`src/hw/rtl/ptpid_pkg.sv`:
```
`timescale 1ns / 1ps

package ptpid_pkg;

    localparam int COORD_BITS     = 10;
    localparam int INTEGRAL_BITS  = 24;
    localparam int GAIN_FRAC_BITS = 12;

    localparam int GAIN_BITS     = 16;
    localparam int ANGLE_BITS    = 9;
    localparam int CFG_DATA_BITS = 16;
    localparam int CFG_IDX_BITS  = 4;

    // s0 input, s1 error/integral, s2 products, s3 sum, s4 control
    localparam int PIPE_STAGES = 5;

    localparam int ERR_BITS     = COORD_BITS + 1;
    localparam int DERR_BITS    = COORD_BITS + 2;
    localparam int ACC_BITS     = INTEGRAL_BITS + 1;
    localparam int PROD_P_BITS  = GAIN_BITS + 1 + ERR_BITS;
    localparam int PROD_I_BITS  = GAIN_BITS + 1 + INTEGRAL_BITS;
    localparam int PROD_D_BITS  = GAIN_BITS + 1 + DERR_BITS;
    localparam int SUM_BITS     = PROD_I_BITS + 2;
    localparam int CTRL_BITS    = SUM_BITS - GAIN_FRAC_BITS;
    localparam int SAT_BITS     = ANGLE_BITS + 2;
    localparam int ANG_SUM_BITS = SAT_BITS + 1;

    localparam logic signed [INTEGRAL_BITS-1:0] INTEG_MAX =
        {1'b0, {(INTEGRAL_BITS-1){1'b1}}};
    localparam logic signed [INTEGRAL_BITS-1:0] INTEG_MIN =
        {1'b1, {(INTEGRAL_BITS-1){1'b0}}};
    localparam logic signed [SAT_BITS-1:0] SAT_MAX = {1'b0, {(SAT_BITS-1){1'b1}}};
    localparam logic signed [SAT_BITS-1:0] SAT_MIN = {1'b1, {(SAT_BITS-1){1'b0}}};

    localparam logic [GAIN_BITS-1:0]  RST_GAIN_P       = GAIN_BITS'(410);
    localparam logic [GAIN_BITS-1:0]  RST_GAIN_I       = GAIN_BITS'(41);
    localparam logic [GAIN_BITS-1:0]  RST_GAIN_D       = GAIN_BITS'(41);
    localparam logic [COORD_BITS-1:0] RST_TARGET_X     = COORD_BITS'(320);
    localparam logic [COORD_BITS-1:0] RST_TARGET_Y     = COORD_BITS'(240);
    localparam logic [ANGLE_BITS-1:0] RST_CENTER_ANGLE = ANGLE_BITS'(90);
    localparam logic [ANGLE_BITS-1:0] RST_MIN_ANGLE    = ANGLE_BITS'(0);
    localparam logic [ANGLE_BITS-1:0] RST_MAX_ANGLE    = ANGLE_BITS'(180);

    typedef enum logic [CFG_IDX_BITS-1:0] {
        CFG_GAIN_P       = 4'd0,
        CFG_GAIN_I       = 4'd1,
        CFG_GAIN_D       = 4'd2,
        CFG_TARGET_X     = 4'd3,
        CFG_TARGET_Y     = 4'd4,
        CFG_CENTER_ANGLE = 4'd5,
        CFG_MIN_ANGLE    = 4'd6,
        CFG_MAX_ANGLE    = 4'd7
    } t_cfg_idx;

    typedef struct packed {
        logic [GAIN_BITS-1:0]  gain_p;
        logic [GAIN_BITS-1:0]  gain_i;
        logic [GAIN_BITS-1:0]  gain_d;
        logic [COORD_BITS-1:0] target_x;
        logic [COORD_BITS-1:0] target_y;
        logic [ANGLE_BITS-1:0] center_angle;
        logic [ANGLE_BITS-1:0] min_angle;
        logic [ANGLE_BITS-1:0] max_angle;
    } t_cfg;

    typedef struct packed {
        logic [COORD_BITS-1:0] meas_x;
        logic [COORD_BITS-1:0] meas_y;
    } t_in_item;

    typedef struct packed {
        logic [ANGLE_BITS-1:0] pan_angle;
        logic [ANGLE_BITS-1:0] tilt_angle;
        logic                  pan_changed;
        logic                  tilt_changed;
    } t_out_item;

    typedef struct packed {
        logic adv;   // whole pipe moves one stage
        logic upd;   // a valid beat leaves s0: commit integral and error
    } t_axis_ctl;

endpackage

```
`src/hw/rtl/ptpid_axis.sv`:
```
`timescale 1ns / 1ps

module ptpid_axis (
    input  logic                               i_clk,
    input  logic                               i_rst_n,
    input  ptpid_pkg::t_axis_ctl               i_ctl,
    input  logic [ptpid_pkg::COORD_BITS-1:0]   i_meas,
    input  logic [ptpid_pkg::COORD_BITS-1:0]   i_target,
    input  ptpid_pkg::t_cfg                    i_cfg,
    output logic [ptpid_pkg::ANGLE_BITS-1:0]   o_angle
);
    import ptpid_pkg::*;

    logic        [COORD_BITS-1:0]    r_meas;
    logic signed [ERR_BITS-1:0]      r_prev;
    logic signed [ERR_BITS-1:0]      n_err;
    logic signed [INTEGRAL_BITS-1:0] r_integ;
    logic signed [INTEGRAL_BITS-1:0] n_integ;
    logic signed [ACC_BITS-1:0]      w_acc_wide;
    logic signed [DERR_BITS-1:0]     r_derr;
    logic signed [DERR_BITS-1:0]     n_derr;
    logic signed [GAIN_BITS:0]       w_gp;
    logic signed [GAIN_BITS:0]       w_gi;
    logic signed [GAIN_BITS:0]       w_gd;
    logic signed [PROD_P_BITS-1:0]   r_prod_p;
    logic signed [PROD_P_BITS-1:0]   n_prod_p;
    logic signed [PROD_I_BITS-1:0]   r_prod_i;
    logic signed [PROD_I_BITS-1:0]   n_prod_i;
    logic signed [PROD_D_BITS-1:0]   r_prod_d;
    logic signed [PROD_D_BITS-1:0]   n_prod_d;
    logic signed [SUM_BITS-1:0]      r_sum;
    logic signed [SUM_BITS-1:0]      n_sum;
    logic signed [CTRL_BITS-1:0]     w_ctrl_trunc;
    logic signed [CTRL_BITS-1:0]     w_ctrl;
    logic                            w_round_up;
    logic                            w_fits;
    logic signed [SAT_BITS-1:0]      r_ctrl;
    logic signed [SAT_BITS-1:0]      n_ctrl;
    logic signed [ANG_SUM_BITS-1:0]  w_ang;
    logic signed [ANG_SUM_BITS-1:0]  w_center;
    logic signed [ANG_SUM_BITS-1:0]  w_max;
    logic signed [ANG_SUM_BITS-1:0]  w_min;
    logic signed [ANG_SUM_BITS-1:0]  w_hi_clamped;

    // s1: error, saturating integral, error difference
    always_comb begin
        n_err      = $signed({1'b0, r_meas}) - $signed({1'b0, i_target});
        w_acc_wide = ACC_BITS'(r_integ) + ACC_BITS'(n_err);
        if (w_acc_wide[ACC_BITS-1] != w_acc_wide[ACC_BITS-2]) begin
            n_integ = w_acc_wide[ACC_BITS-1] ? INTEG_MIN : INTEG_MAX;
        end else begin
            n_integ = w_acc_wide[INTEGRAL_BITS-1:0];
        end
        n_derr = DERR_BITS'(n_err) - DERR_BITS'(r_prev);
    end

    // s2: gain products; r_prev and r_integ hold the s1 beat's error and integral
    always_comb begin
        w_gp     = $signed({1'b0, i_cfg.gain_p});
        w_gi     = $signed({1'b0, i_cfg.gain_i});
        w_gd     = $signed({1'b0, i_cfg.gain_d});
        n_prod_p = PROD_P_BITS'(w_gp) * PROD_P_BITS'(r_prev);
        n_prod_i = PROD_I_BITS'(w_gi) * PROD_I_BITS'(r_integ);
        n_prod_d = PROD_D_BITS'(w_gd) * PROD_D_BITS'(r_derr);
    end

    // s3: sum of the three terms
    assign n_sum = SUM_BITS'(r_prod_p) + SUM_BITS'(r_prod_i) + SUM_BITS'(r_prod_d);

    // s4: drop fraction toward zero, then saturate to a range that still clamps correctly
    always_comb begin
        w_ctrl_trunc = CTRL_BITS'(r_sum >>> GAIN_FRAC_BITS);
        w_round_up   = r_sum[SUM_BITS-1] & (|r_sum[GAIN_FRAC_BITS-1:0]);
        w_ctrl       = w_ctrl_trunc + CTRL_BITS'(w_round_up);
        w_fits       = (&w_ctrl[CTRL_BITS-1:SAT_BITS-1]) | ~(|w_ctrl[CTRL_BITS-1:SAT_BITS-1]);
        if (w_fits) begin
            n_ctrl = w_ctrl[SAT_BITS-1:0];
        end else begin
            n_ctrl = w_ctrl[CTRL_BITS-1] ? SAT_MIN : SAT_MAX;
        end
    end

    // add center, clamp high then low so inverted limits give the minimum
    always_comb begin
        w_center     = $signed({{(ANG_SUM_BITS-ANGLE_BITS){1'b0}}, i_cfg.center_angle});
        w_max        = $signed({{(ANG_SUM_BITS-ANGLE_BITS){1'b0}}, i_cfg.max_angle});
        w_min        = $signed({{(ANG_SUM_BITS-ANGLE_BITS){1'b0}}, i_cfg.min_angle});
        w_ang        = ANG_SUM_BITS'(r_ctrl) + w_center;
        w_hi_clamped = (w_ang > w_max) ? w_max : w_ang;
        if (w_hi_clamped < w_min) begin
            o_angle = i_cfg.min_angle;
        end else begin
            o_angle = w_hi_clamped[ANGLE_BITS-1:0];
        end
    end

    always_ff @(posedge i_clk) begin
        if (!i_rst_n) begin
            r_integ <= '0;
            r_prev  <= '0;
        end else if (i_ctl.upd) begin
            r_integ <= n_integ;
            r_prev  <= n_err;
        end
    end

    always_ff @(posedge i_clk) begin
        if (i_ctl.adv) begin
            r_meas   <= i_meas;
            r_derr   <= n_derr;
            r_prod_p <= n_prod_p;
            r_prod_i <= n_prod_i;
            r_prod_d <= n_prod_d;
            r_sum    <= n_sum;
            r_ctrl   <= n_ctrl;
        end
    end

    a_integ_hold: assert property (@(posedge i_clk) disable iff (!i_rst_n)
        !i_ctl.upd |=> $stable(r_integ) && $stable(r_prev))
        else $error("integral state moved without an update");

    a_angle_limits: assert property (@(posedge i_clk) disable iff (!i_rst_n)
        i_cfg.min_angle <= i_cfg.max_angle
            |-> o_angle >= i_cfg.min_angle && o_angle <= i_cfg.max_angle)
        else $error("angle outside configured limits");

endmodule

```
`config.mk`:
```
export PLATFORM = sky130hd
export DESIGN_NAME = ptpid_axis
export DESIGN_NICKNAME = d
export VERILOG_FILES = /design/src/hw/rtl/ptpid_pkg.sv /design/src/hw/rtl/ptpid_axis.sv
export SDC_FILE = /design/constraint.sdc
export NUM_CORES = 2
export LEC_CHECK = 0
export BUFFER_PORTS_ARGS = -buffer_cell sky130_fd_sc_hd__buf_4
export CAP_MARGIN = 20
export CELL_PAD_IN_SITES_DETAIL_PLACEMENT = 1
export CELL_PAD_IN_SITES_GLOBAL_PLACEMENT = 2
export CORE_MARGIN = 3
export CORE_UTILIZATION = 42
export CTS_CLUSTER_DIAMETER = 80
export DETAILED_ROUTE_END_ITERATION = 10
export PLACE_DENSITY_LB_ADDON = 0.08
export SETUP_SLACK_MARGIN = 0.05
export SYNTH_ARGS = -nofsm -noshare
export SYNTH_HDL_FRONTEND = slang
export SYNTH_SLANG_ARGS = --single-unit
export TNS_END_PERCENT = 30
```
`constraint.sdc`:
```
create_clock -name i_clk -period 10 [get_ports i_clk]
set_clock_uncertainty 0.2 [all_clocks]
set_input_delay 1.5 -clock i_clk [delete_from_list [all_inputs] [get_ports i_clk]]
set_output_delay 1.5 -clock i_clk [all_outputs]
set_load 0.02 [all_outputs]
```
==> out/metrics.csv <==
stage,metric,value,unit
run_status,result of the run,"complete, no violations",
route,number of design rule violations left after detail routing,0,
synthesis,library cell with the highest instance count after synthesis,inv_1,
place,post-DP HPWL,84500,um
cts,Post CTS Setup Buffer Count,0,
route,aggregate routed wire length,104000,um
synthesis,cell taking the most area after synthesis,fa_1,
final_layout,post-synthesis to final-layout area growth,7.35,%
synthesis,#FFs+latches synth,209,
floorplan,Floorplan Core Area,92400,um^2
worst_setup_path,end of the worst register-to-register path,r_prod_i[40]$_DFFE_PP_,
grt,overall routing resource usage,22.1,%
synthesis,number of warning messages in the yosys log,0,
synthesis,share of the yosys chip area belonging to registers,15.0,%
synthesis,top cells by area in the synthesized netlist,"fa_1, edfxtp_1, ha_1, inv_1, and2_1",
cts,CTS Buf Count,27,
run,max-cap violation count,0,
place,number of buffer cells added on primary ports,107,
grt,most crowded layer after global routing,met2,
route,Iter 0 DRT Violations,1206,
synthesis,"Top FF cell, synth",edfxtp_1,
sta,Worst Hold Slack,0.336,ns
route,total via count after detailed routing,27900,
worst_setup_path,endpoint of the worst setup timing path,o_angle[8],
cts,Num Clock Sinks,209,
cts,Clock Tree Root,clkbuf_16,
worst_setup_path,data arrival time of the worst path,6.92,ns
synthesis,share of the synthesized area in the top cell type,35.0,%
grt,wire length of the first global-routing pass,171000,um
worst_setup_path,Max Fanout on Critical Path,10,
route,routed len/inst,19.0,um
sta,post-route setup slack,1.38,ns
worst_setup_path,type of element capturing the critical path,primary output,
worst_setup_path,R2R cell count,21,
place,global placer's final weighted congestion,0.807,
worst_setup_path,start of the worst register-to-register path,r_integ[15]$_SDFFE_PN0P_,
synthesis,most numerous cell types in the synthesized netlist,"inv_1, fa_1, nand2_1, ha_1, and2_1",
final_layout,fill cell total of the finished layout,10600,
grt,vias in the first global route,31100,
grt,global routing usage on met1,31.3,%
cts,buffer depth of the longest clock path,3,
sta,portion of the clock cycle consumed by the worst path in the final layout,86.2,%
sta,final number of setup-violating endpoints,0,
sta,Achievable Freq,116,MHz
synthesis,number of nets in the synthesized netlist,5393,
synthesis,cell area after technology mapping,39500,um^2
grt,pin count of the biggest net entering global routing,103,
worst_setup_path,FF-to-FF setup slack,2.37,ns
floorplan,Top Ports,128,
cts,clock transition time at the flip-flop clock pins of the worst setup and hold paths,0.06,ns
sta,Fin. Hold Viols,0,
worst_setup_path,Startpoint Class,primary input,
worst_setup_path,required time at the endpoint of the critical path,8.30,ns
route,first drt pass iteration count,4,
cts,CTS resizes,0,
synthesis,async set or reset register ratio after synthesis,0,%
sta,aggregate negative setup slack,0,ns
synthesis,Post-synth EDFFs,174,
floorplan,placement row count,111,
floorplan,Initial Utilization,42.7,%
sta,Final Max Slew Viols,0,
place,post-placement setup slack,1.34,ns
sta,setup repair after global routing missed its margin,no,
floorplan,vertical die dimension,312,um
cts,CTS H-tree lvls,1,
hold_path,class of the worst hold path,reg -> reg,
synthesis,average cell area after synthesis,9.38,um^2
floorplan,die area,97600,um^2
route,vias per cell,5.09,
cts,CTS tree,done,
grt,global route total overflow,0,
grt,M2 GR Usage,36.9,%
sta,Period minus WS final,8.62,ns
sta,Slew @ Worst Pin,1.21,ns
sta,worst slew margin relative to its limit,19.0,%
worst_setup_path,crit path launch,i_cfg[18],
worst_setup_path,Setup CP Type,in -> out,
grt,antenna violations before repair,6,
final_layout,final core utilization,45.9,%
cts,insertion delay to the later sink of the worst-skew pair,0.58,ns
final_layout,net count reported at finish,5413,
cts,Post-CTS Hold Buffers,0,
route,Detail Route Antenna Nets,0,
floorplan,die extent in x,312,um
final_layout,share of post-route cells with drive strength above 1,5.47,%
grt,M3 GR Usage,2.14,%
synthesis,Post-Syn Instances,4204,
synthesis,post-synth cell types,92,
cells in the final DEF, fill, tap and decap left out, types with 112 or more instances in the layout:
master      n
inv_1     887
fa_1      690
nand2_1   491
ha_1      380
and2_1    311
edfxtp_1  174
a21oi_1   152
nor2_1    130
buf_4     125
o21ai_0   113
xnor2_1   112
critical path, stage by stage:
cell and delay (ns):
buf_4 0.11, ha_1 0.22, fa_1 0.42, a211oi_1 0.23, nor2_1 0.11, o31a_1 0.31, o21a_1 0.19, nor2_1 0.11
xnor2_1 0.16, ha_1 0.28, nand3_1 0.09, o32a_1 0.16, o31ai_1 0.10, a21oi_1 0.21, nor2_1 0.10, nor3_2 0.20
buf_4 0.19, mux2_2 0.37, ha_1 0.30, a21oi_1 0.07, nor2b_1 0.11, o21ai_0 0.08, nand2b_1 0.08, a21oi_1 0.12
a22o_1 0.23, a31oi_4 0.33, mux2_2 0.38, buf_4 0.16
worst min path at each step:
stage / depth (start not counted) / endpoint / slack [ns] / startpoint
after global placement: 2 / r_integ[11]$_SDFFE_PN0P_ / 0.31 / r_integ[11]$_SDFFE_PN0P_
after detailed placement: 2 / r_integ[11]$_SDFFE_PN0P_ / 0.33 / r_integ[11]$_SDFFE_PN0P_
after global routing: 2 / r_integ[21]$_SDFFE_PN0P_ / 0.38 / r_integ[21]$_SDFFE_PN0P_
after floorplan: 2 / r_prev[1]$_SDFFE_PN0P_ / 0.35 / r_prev[1]$_SDFFE_PN0P_
after CTS: 2 / r_integ[11]$_SDFFE_PN0P_ / 0.34 / r_integ[11]$_SDFFE_PN0P_
final: 2 / r_integ[11]$_SDFFE_PN0P_ / 0.34 / r_integ[11]$_SDFFE_PN0P_
layer usage:
metal	wire [um]	vias up	part of all wire, %
met5	0	-	0
met4	2090	0	2.0
met3	3420	92	3.3
met2	48900	378	47
met1	49900	14300	48
li1	-	13100	-
state kept, by name, indices dropped and copies added, names as in the netlist:
signal / cells
r_sum: 43
r_prod_i: 41
r_prod_d: 29
r_prod_p: 28
r_integ: 24
r_derr: 12
r_ctrl: 11
r_prev: 11
r_meas: 10
kinds of logic (layout without fill, tap and decap cells):
kind of cell / count (synthesis) / in the layout / share of synthesized area (%)
AOI/OAI and AO/OA: 499 / 499 / 8.32
buffers and inverters: 1024 / 1062 / 9.76
adders and majority gates: 1093 / 1093 / 47.6
muxes: 29 / 29 / 0.790
xor gates and xnor gates: 166 / 166 / 3.69
and+or+nand+nor: 1184 / 1184 / 14.8
other: 0 / 4 / 0
DFF: 209 / 209 / 15.0
through the flow:
stage | cell area [um^2] | cells
final | 42300 | 5489
after global routing | 42300 | 5487
after CTS | 42300 | 5484
after detailed placement | 41500 | 5437
after global placement | 41400 | 5436
after floorplan | 39500 | 4204
final cells by class:
| type | count | area, um^2 | share of cell area (%) |
|---|---|---|---|
| Timing Repair Buffer | 128 | 991 | 2.34 |
| Sequential cell | 209 | 5930 | 14.0 |
| Clock buffer | 30 | 687 | 1.62 |
| Inverter | 887 | 3330 | 7.86 |
| Tap cell | 1243 | 1560 | 3.67 |
| Multi-Input combinational cell | 2971 | 29700 | 70.1 |
| Clock inverter | 17 | 165 | 0.390 |
| Antenna cell | 4 | 10.0 | 0.0236 |
Power is left out: the tool's default activity adds up to more than one toggle a clock period on the data nets, which glitch-free logic cannot reach.
