### src/hw/rtl/ptpid_pkg.sv
`timescale 1ns / 1ps

package ptpid_pkg;

    localparam int COORD_BITS     = 10;
    localparam int INTEGRAL_BITS  = 24;
    localparam int GAIN_FRAC_BITS = 12;

    localparam int GAIN_BITS     = 16;
    localparam int ANGLE_BITS    = 9;
    localparam int CFG_DATA_BITS = 16;
    localparam int CFG_IDX_BITS  = 4;

    // s0 input, s1 error/integral, s2 products, s3 sum, s4 control
    localparam int PIPE_STAGES = 5;

    localparam int ERR_BITS     = COORD_BITS + 1;
    localparam int DERR_BITS    = COORD_BITS + 2;
    localparam int ACC_BITS     = INTEGRAL_BITS + 1;
    localparam int PROD_P_BITS  = GAIN_BITS + 1 + ERR_BITS;
    localparam int PROD_I_BITS  = GAIN_BITS + 1 + INTEGRAL_BITS;
    localparam int PROD_D_BITS  = GAIN_BITS + 1 + DERR_BITS;
    localparam int SUM_BITS     = PROD_I_BITS + 2;
    localparam int CTRL_BITS    = SUM_BITS - GAIN_FRAC_BITS;
    localparam int SAT_BITS     = ANGLE_BITS + 2;
    localparam int ANG_SUM_BITS = SAT_BITS + 1;

    localparam logic signed [INTEGRAL_BITS-1:0] INTEG_MAX =
        {1'b0, {(INTEGRAL_BITS-1){1'b1}}};
    localparam logic signed [INTEGRAL_BITS-1:0] INTEG_MIN =
        {1'b1, {(INTEGRAL_BITS-1){1'b0}}};
    localparam logic signed [SAT_BITS-1:0] SAT_MAX = {1'b0, {(SAT_BITS-1){1'b1}}};
    localparam logic signed [SAT_BITS-1:0] SAT_MIN = {1'b1, {(SAT_BITS-1){1'b0}}};

    localparam logic [GAIN_BITS-1:0]  RST_GAIN_P       = GAIN_BITS'(410);
    localparam logic [GAIN_BITS-1:0]  RST_GAIN_I       = GAIN_BITS'(41);
    localparam logic [GAIN_BITS-1:0]  RST_GAIN_D       = GAIN_BITS'(41);
    localparam logic [COORD_BITS-1:0] RST_TARGET_X     = COORD_BITS'(320);
    localparam logic [COORD_BITS-1:0] RST_TARGET_Y     = COORD_BITS'(240);
    localparam logic [ANGLE_BITS-1:0] RST_CENTER_ANGLE = ANGLE_BITS'(90);
    localparam logic [ANGLE_BITS-1:0] RST_MIN_ANGLE    = ANGLE_BITS'(0);
    localparam logic [ANGLE_BITS-1:0] RST_MAX_ANGLE    = ANGLE_BITS'(180);

    typedef enum logic [CFG_IDX_BITS-1:0] {
        CFG_GAIN_P       = 4'd0,
        CFG_GAIN_I       = 4'd1,
        CFG_GAIN_D       = 4'd2,
        CFG_TARGET_X     = 4'd3,
        CFG_TARGET_Y     = 4'd4,
        CFG_CENTER_ANGLE = 4'd5,
        CFG_MIN_ANGLE    = 4'd6,
        CFG_MAX_ANGLE    = 4'd7
    } t_cfg_idx;

    typedef struct packed {
        logic [GAIN_BITS-1:0]  gain_p;
        logic [GAIN_BITS-1:0]  gain_i;
        logic [GAIN_BITS-1:0]  gain_d;
        logic [COORD_BITS-1:0] target_x;
        logic [COORD_BITS-1:0] target_y;
        logic [ANGLE_BITS-1:0] center_angle;
        logic [ANGLE_BITS-1:0] min_angle;
        logic [ANGLE_BITS-1:0] max_angle;
    } t_cfg;

    typedef struct packed {
        logic [COORD_BITS-1:0] meas_x;
        logic [COORD_BITS-1:0] meas_y;
    } t_in_item;

    typedef struct packed {
        logic [ANGLE_BITS-1:0] pan_angle;
        logic [ANGLE_BITS-1:0] tilt_angle;
        logic                  pan_changed;
        logic                  tilt_changed;
    } t_out_item;

    typedef struct packed {
        logic adv;   // whole pipe moves one stage
        logic upd;   // a valid beat leaves s0: commit integral and error
    } t_axis_ctl;

endpackage

### src/hw/rtl/ptpid_cfg_regs.sv
`timescale 1ns / 1ps

module ptpid_cfg_regs (
    input  logic                                 i_clk,
    input  logic                                 i_rst_n,
    input  logic                                 i_cfg_we,
    input  logic [ptpid_pkg::CFG_IDX_BITS-1:0]   i_cfg_index,
    input  logic [ptpid_pkg::CFG_DATA_BITS-1:0]  i_cfg_data,
    output ptpid_pkg::t_cfg                      o_cfg
);
    import ptpid_pkg::*;

    t_cfg r_cfg;

    always_ff @(posedge i_clk) begin
        if (!i_rst_n) begin
            r_cfg.gain_p       <= RST_GAIN_P;
            r_cfg.gain_i       <= RST_GAIN_I;
            r_cfg.gain_d       <= RST_GAIN_D;
            r_cfg.target_x     <= RST_TARGET_X;
            r_cfg.target_y     <= RST_TARGET_Y;
            r_cfg.center_angle <= RST_CENTER_ANGLE;
            r_cfg.min_angle    <= RST_MIN_ANGLE;
            r_cfg.max_angle    <= RST_MAX_ANGLE;
        end else if (i_cfg_we) begin
            case (t_cfg_idx'(i_cfg_index))
                CFG_GAIN_P:       r_cfg.gain_p       <= i_cfg_data[GAIN_BITS-1:0];
                CFG_GAIN_I:       r_cfg.gain_i       <= i_cfg_data[GAIN_BITS-1:0];
                CFG_GAIN_D:       r_cfg.gain_d       <= i_cfg_data[GAIN_BITS-1:0];
                CFG_TARGET_X:     r_cfg.target_x     <= i_cfg_data[COORD_BITS-1:0];
                CFG_TARGET_Y:     r_cfg.target_y     <= i_cfg_data[COORD_BITS-1:0];
                CFG_CENTER_ANGLE: r_cfg.center_angle <= i_cfg_data[ANGLE_BITS-1:0];
                CFG_MIN_ANGLE:    r_cfg.min_angle    <= i_cfg_data[ANGLE_BITS-1:0];
                CFG_MAX_ANGLE:    r_cfg.max_angle    <= i_cfg_data[ANGLE_BITS-1:0];
                default: ;
            endcase
        end
    end

    assign o_cfg = r_cfg;

endmodule

### config.mk
export PLATFORM = sky130hd
export DESIGN_NAME = ptpid_cfg_regs
export DESIGN_NICKNAME = d
export VERILOG_FILES = /design/src/hw/rtl/ptpid_pkg.sv /design/src/hw/rtl/ptpid_cfg_regs.sv
export SDC_FILE = /design/constraint.sdc
export NUM_CORES = 1
export LEC_CHECK = 0
export ABC_CLOCK_PERIOD_IN_PS = 2500
export BUFFER_PORTS_ARGS = -buffer_cell sky130_fd_sc_hd__buf_2
export CORE_AREA = 3 3 87 89
export DETAILED_ROUTE_END_ITERATION = 12
export DIE_AREA = 0 0 90 92
export PLACE_DENSITY = 0.88
export REMOVE_ABC_BUFFERS = 1
export SYNTH_ARGS = -nofsm -noshare
export SYNTH_HDL_FRONTEND = slang
export SYNTH_SLANG_ARGS = --single-unit
### constraint.sdc
create_clock -name i_clk -period 2.5 [get_ports i_clk]
set_input_delay 0.5 -clock i_clk [delete_from_list [all_inputs] [get_ports i_clk]]
set_output_delay 0.5 -clock i_clk [all_outputs]
set_load 0.03 [all_outputs]
==> flow_summary.toml, run 1 <==
[setup_path]
worst_ep_required_time_ps = 2700
worst_setup_path_start_kind = "primary input"
setup.worst_path.class = "in -> reg"
worst_path_max_delay_cell = "or3b_1"
path_cells = "buf_2 -> nand3b_4 -> or3b_1 -> mux2i_1"
cpPeakStageDelay_ps = 690
cp_max_fo = 9
arrival_ps = 1740
endpoint_kind = "flop"

[synthesis]
synth_warnings = 0
synth-main-ff-cell = "dfxtp_1"
yosysSeqAreaShare_pct = 52.16
netlist_area_um2 = 3646
ys_ff_latch = 95
synth_top_area_share_pct = 52.16
postSynthCellCount = 354
synthArstFlopShare_pct = 0
synth_edf_count = 0
avgSynthCellArea_um2 = 10.30
synth.distinct_cells = 26
synthTopCellsByArea = "dfxtp_1, mux2i_1, nand2_1, nor2b_1, buf_6"
synth_common_cells = "dfxtp_1, mux2i_1, nand2_1"
yosysTopAreaCell = "dfxtp_1"
synth.most_common_cell = "dfxtp_1"

[grt]
track_usage_pct = 21.79
gr-total-overflow = 0
grt_first_pass_wirelength_um = 14430
grt_pass1_vias = 2899
grt_max_degree = 64
antenna_found_initial = 1

[clocking]
clk_pin_slew_ps = 90
insertion_delay_ps = 340
postCtsResizedCells = 0
root_buffer = "clkbuf_8"
hold_buffers = 0
clockBufferDepth = 2
cts_tree = "yes"
h-tree-depth = 3
cts.sinks = 95
post_cts_buffers = 0
cts_made_buffers = 9

[die]
floorplan.initialDensity_pct = 53.37
die_width_um = 90
rows = 30
die_y_um = 92
die_area_um2 = 8280
io_pins = 118
core_um2 = 6832

[power]
power.leakage_nw = 2.262
vdd_drop_max_mv = 0.3301
power_density_nw_per_um2 = 600.2

[place]
io_buffers = 117
globalplace.congestion = 0.7544
dp_slack_ps = 610.6
dpl.hpwl_um = 6314

[final_layout]
n_antenna_cell = 0
area_growth_pct = 22.48
largest_reg_flops = 95
nFillCells = 601
ff_latch_area_um2 = 1902
layout-drive-gt1-share_pct = 30.79
multi_input_area_um2 = 1590
finalNetCount = 489

[sta]
hold_viol = 0
layout_setup_ws_ps = 965.2
finalMaxSlewViolations = 0
fin_crit_sh_pct = 61.39
setup_viol = 0
grt_setup_unrepaired = "false"
worst_clock_skew_ps = 0
timing.slew.headroom_pct = 56.39
finalCriticalPeriod_ps = 1535
fmax_mhz = 651.6
tns_ps = 0
worst_pin_slew_ps = 654.2

[min_path]
hp-class = "in -> reg"

[route]
antenna_left = 0
wire_per_inst_um = 15.56
first_pass_iters = 4
wirelength_um = 8822
viasPerCell = 5.007
drtIter0Drc = 114
post-route-drc-count = 0
num_vias = 2839

[job]
drv_cap = 0

[run_status]
outcome = "complete, no violations"
==> critical path: cells and delay by family <==
kind	cells	cell delay, ps
and+or+nand+nor	2	890
muxes	1	220
buffers and inverters	1	120
==> per-stage QoR <==
| step | hold slack, ps | instance area (um2) | util, % | power (W) | cells |
|---|---|---|---|---|---|
| after floorplan | 578.2 | 3502 | - | 0.001687 | 331 |
| after global placement | 439.6 | 4280 | 62.66 | 0.001782 | 551 |
| after detailed placement | 446.2 | 4280 | 62.66 | 0.001787 | 551 |
| after CTS | 437.4 | 4466 | 65.37 | 0.002707 | 567 |
| after global routing | 441.6 | 4466 | 65.37 | 0.002792 | 567 |
| final | 445.8 | 4466 | 65.37 | 0.002680 | 567 |
==> power by group <==
group | leakage, nW | internal (W) | switching (W)
Sequential | 0.768 | 0.00153 | 0.0000105
Clock | 0.0926 | 0.000419 | 0.000510
Combinational | 1.40 | 0.0000685 | 0.000140
==> cell type report <==
type	instances	area share (%)
clock buffer	12	3.474
clock inverter	4	0.6725
inverter	4	0.3362
multi-input combinational	232	35.61
sequential	95	42.59
tap	96	2.690
timing repair buffer	124	14.63
==> cells in the final DEF, fill, tap and decap left out <==
master	netlist	routed
o21ai_0	4	4
nand2_2	1	1
and2_1	1	1
nor2b_1	27	27
o211ai_1	4	4
buf_12	0	1
clkbuf_1	11	1
nor2_1	1	1
or3b_1	1	1
dfxtp_1	95	95
nand3b_4	1	1
clkinv_4	0	2
nor3_1	1	1
nand3b_2	1	1
mux2i_1	88	88
buf_2	4	116
buf_4	1	7
clkinv_2	0	1
clkbuf_8	0	11
nand2b_1	4	4
nand2_1	88	88
nor3b_4	1	1
nor3b_2	0	1
a21oi_1	6	6
or2_2	1	1
and3_1	1	1
inv_1	4	4
clkinvlp_4	0	1
==> layer usage <==
layer  track usage [%]  routed length [um]
met4             6.378                 110
met2             36.59                4171
met3             5.086                 524
met1             28.06                4009
met5                 0                   7
==> cell families after synthesis <==
family / count (synthesis) / share of synthesized area, %
compound gates: 14 / 2.196
buf+inv: 27 / 4.358
flops: 95 / 52.16
mux: 88 / 24.16
simple gates: 130 / 17.12
==> final timing paths <==
path | start | to | slack [ps] | cells after the start
worst max-delay path | i_cfg_index[3] | o_cfg[22]$_SDFFE_PN1P_ | 970 | 4
worst max register to register | o_cfg[63]$_SDFFE_PN1P_ | o_cfg[63]$_SDFFE_PN1P_ | 1750 | 3
worst min-delay path | i_cfg_data[14] | o_cfg[61]$_SDFFE_PN0P_ | 450 | 3
worst min register to register | o_cfg[56]$_SDFFE_PN0P_ | o_cfg[56]$_SDFFE_PN0P_ | 460 | 2
Note: power is estimated with default switching activity, not from simulation.
==> inputs of run 2 (changes only) <==
Settings changed: ABC_AREA set to 1, ABC_CLOCK_PERIOD_IN_PS 2500 to 1550, CORE_AREA 3 3 87 89 to 3 3 91 93, DIE_AREA 0 0 90 92 to 0 0 94 96, PLACE_DENSITY 0.88 to 0.84.
Clock period 2.5 ns to 1.55 ns, I/O delays scaled along.
==> flow_summary.toml, run 2 <==
[run_status]
outcome = "complete, no violations"

[sta]
fin_hold_ws_ps = 189.3
timing.slew.headroom_pct = 72.31
worst_clock_skew_ps = 0
layout_setup_ws_ps = 301.0
worst_pin_slew_ps = 415.3
setup_viol = 0
hold_viol = 0
tns_ps = 0
finalCriticalPeriod_ps = 1249
fmax_mhz = 800.6
grt_setup_unrepaired = "false"
fin_crit_sh_pct = 80.58
finalMaxSlewViolations = 0

[final_layout]
mostFrequentLayoutCells = "nand2_1, nor2_1, buf_2"
stdcell_count = 763
area_growth_pct = 22.58
layout-drive-gt1-share_pct = 24.05
finalNetCount = 679
layout_commonest_cell = "nand2_1"
final_area_um2 = 4652
largest_reg_flops = 95
n_antenna_cell = 0
nFillCells = 741

[synthesis]
netlist_area_um2 = 3795
synth_mux_area_share_pct = 0
synth-main-ff-cell = "dfxtp_1"
synthArstFlopShare_pct = 0
synthAdderAreaFrac_pct = 0
yosys.area_share.simple_pct = 41.77
synth_edf_count = 0
synth_common_cells = "nand2_1, nor2_1, dfxtp_1"
synthXorXnorAreaFrac_pct = 0
synth_top_area_share_pct = 50.12
postSynthCellCount = 544
ys_ff_latch = 95
synth_compound_area_share_pct = 0
synth_warnings = 0
yosysSeqAreaShare_pct = 50.12
synth.distinct_cells = 18
synth_top_family_by_area = "simple AND/OR/NAND/NOR gates"
avgSynthCellArea_um2 = 6.976
yosysTopAreaCell = "dfxtp_1"
synth.most_common_cell = "nand2_1"
synthTopCellsByArea = "dfxtp_1, nand2_1, nor2_1, nand3_1, inv_1"

[power]
switching_share_pct = 27.87
p_sw_w = 0.001263
power.leakage_nw = 2.452
power_density_nw_per_um2 = 974.3
vdd_drop_max_mv = 0.5350
p_int_w = 0.003269
p_clk_share_pct = 33.3
comb_power_share_pct = 11.1
seqPwrFrac_pct = 55.6

[setup_path]
timing.critical_path.buf_inv = 1
worst_path_max_delay_cell = "dfxtp_1"
cp_max_fo = 2
endpoint_kind = "output pin"
arrival_ps = 940
worst_setup_path_start_kind = "flop"
r2r_slack_ps = 900
cpPeakStageDelay_ps = 370
reg2reg_depth = 4
rr_startpoint = "o_cfg[44]$_SDFFE_PN0P_"
path_cells = "buf_2"
worst_ep_required_time_ps = 1240
setup.worst_path.class = "reg -> out"
cp_top_family = "flip-flops"
r2r-end = "o_cfg[44]$_SDFFE_PN0P_"

[die]
die_area_um2 = 9024
die_y_um = 96
die_width_um = 94
rows = 32
io_pins = 118
floorplan.initialDensity_pct = 49.88
core_um2 = 7607

[route]
num_vias = 3675
post-route-drc-count = 0
wire_per_inst_um = 12.78
antenna_left = 0
first_pass_iters = 5
drtIter0Drc = 176
wirelength_um = 9750
viasPerCell = 4.817

[place]
globalplace.congestion = 0.8249
io_buffers = 117
dpl.hpwl_um = 6982
dp_slack_ps = 57.42
post_dp_cell_area_um2 = 4469
placed_cells = 747

[min_path]
holdPathStages = 3
hp-class = "in -> reg"
min_from = "i_cfg_data[10]"
hold_end = "o_cfg[89]$_SDFFE_PN0P_"

[clocking]
hold_buffers = 0
cts.sinks = 95
post_cts_buffers = 0
cts_made_buffers = 9
root_buffer = "clkbuf_8"
clockBufferDepth = 2
cts_tree = "yes"
clk_pin_slew_ps = 90
insertion_delay_ps = 360
h-tree-depth = 3
postCtsResizedCells = 0

[grt]
gr-total-overflow = 0
grt_first_pass_wirelength_um = 15160
track_usage_pct = 21.47
grt_max_degree = 96
grt_pass1_vias = 3199
antenna_found_initial = 0

[job]
drv_cap = 0
run 2: cell types whose count changed in the layout (fill, tap and decap cells not counted), sizes merged, moves of 6 or more:
cell   previous run  this run
nand3             0        42
nand4             0        13
nand2            89       174
nor2b            27         0
nor2              1       150
mux2i            88         0
a21oi             6         0
inv               4        43
run 2: cell type report:
class	count	area (um2)	area share, %
clock buffer	10	137.6	2.959
clock inverter	6	45.04	0.9683
inverter	43	161.4	3.470
multi-input combinational	379	1585	34.08
sequential	95	1902	40.88
tap	102	127.6	2.743
timing repair buffer	128	693.2	14.90
run 2: cell families after synthesis:
| kind of cell | Yosys count |
|---|---|
| DFF | 95 |
| buffers and inverters | 70 |
| and+or+nand+nor | 379 |
run 2: routing by layer:
layer	share of wire [%]	routed length, um	GRT usage, %	vias to the layer above
met4	1.5	150	8.424	0
met3	6.6	648	4.535	12
met5	0	0	0	-
met2	49	4825	36.66	111
li1	-	-	-	1866
met1	42	4126	26.56	1686
run 2: per-stage QoR:
| stage | power (W) | utilization [%] |
|---|---|---|
| global placement | 0.003067 | 58.75 |
| global route | 0.004725 | 61.15 |
| detailed placement | 0.003081 | 58.75 |
| CTS | 0.004571 | 61.15 |
| finish | 0.004532 | 61.15 |
| floorplan | 0.002857 | - |
run 2: worst max path at each step:
stage	cells past startpoint	slack [ps]	from	end
floorplan	5	-420	i_cfg_index[3]	o_cfg[80]$_SDFFE_PN1P_
global placement	7	150	i_cfg_index[3]	o_cfg[65]$_SDFFE_PN0P_
detailed placement	6	60	i_cfg_index[3]	o_cfg[60]$_SDFFE_PN0P_
CTS	1	290	o_cfg[60]$_SDFFE_PN0P_	o_cfg[60]
global route	1	250	o_cfg[60]$_SDFFE_PN0P_	o_cfg[60]
finish	1	300	o_cfg[82]$_SDFFE_PN1P_	o_cfg[82]
run 2: power by group through the flow:
| stage | Sequential (W) | Combinational [W] | Clock [W] |
|---|---|---|---|
| finish | 0.00252 | 0.000502 | 0.00151 |
| floorplan | 0.00268 | 0.000174 | 0 |
| CTS | 0.00252 | 0.000505 | 0.00155 |
| global placement | 0.00258 | 0.000492 | 0 |
| global route | 0.00253 | 0.000552 | 0.00164 |
| detailed placement | 0.00258 | 0.000503 | 0 |
run 2: worst register-to-register path, stage by stage (launching register included):
cell     delay, ps
dfxtp_1        360
inv_1           40
nand2_1         60
nand2_1         50
nor2_1          90
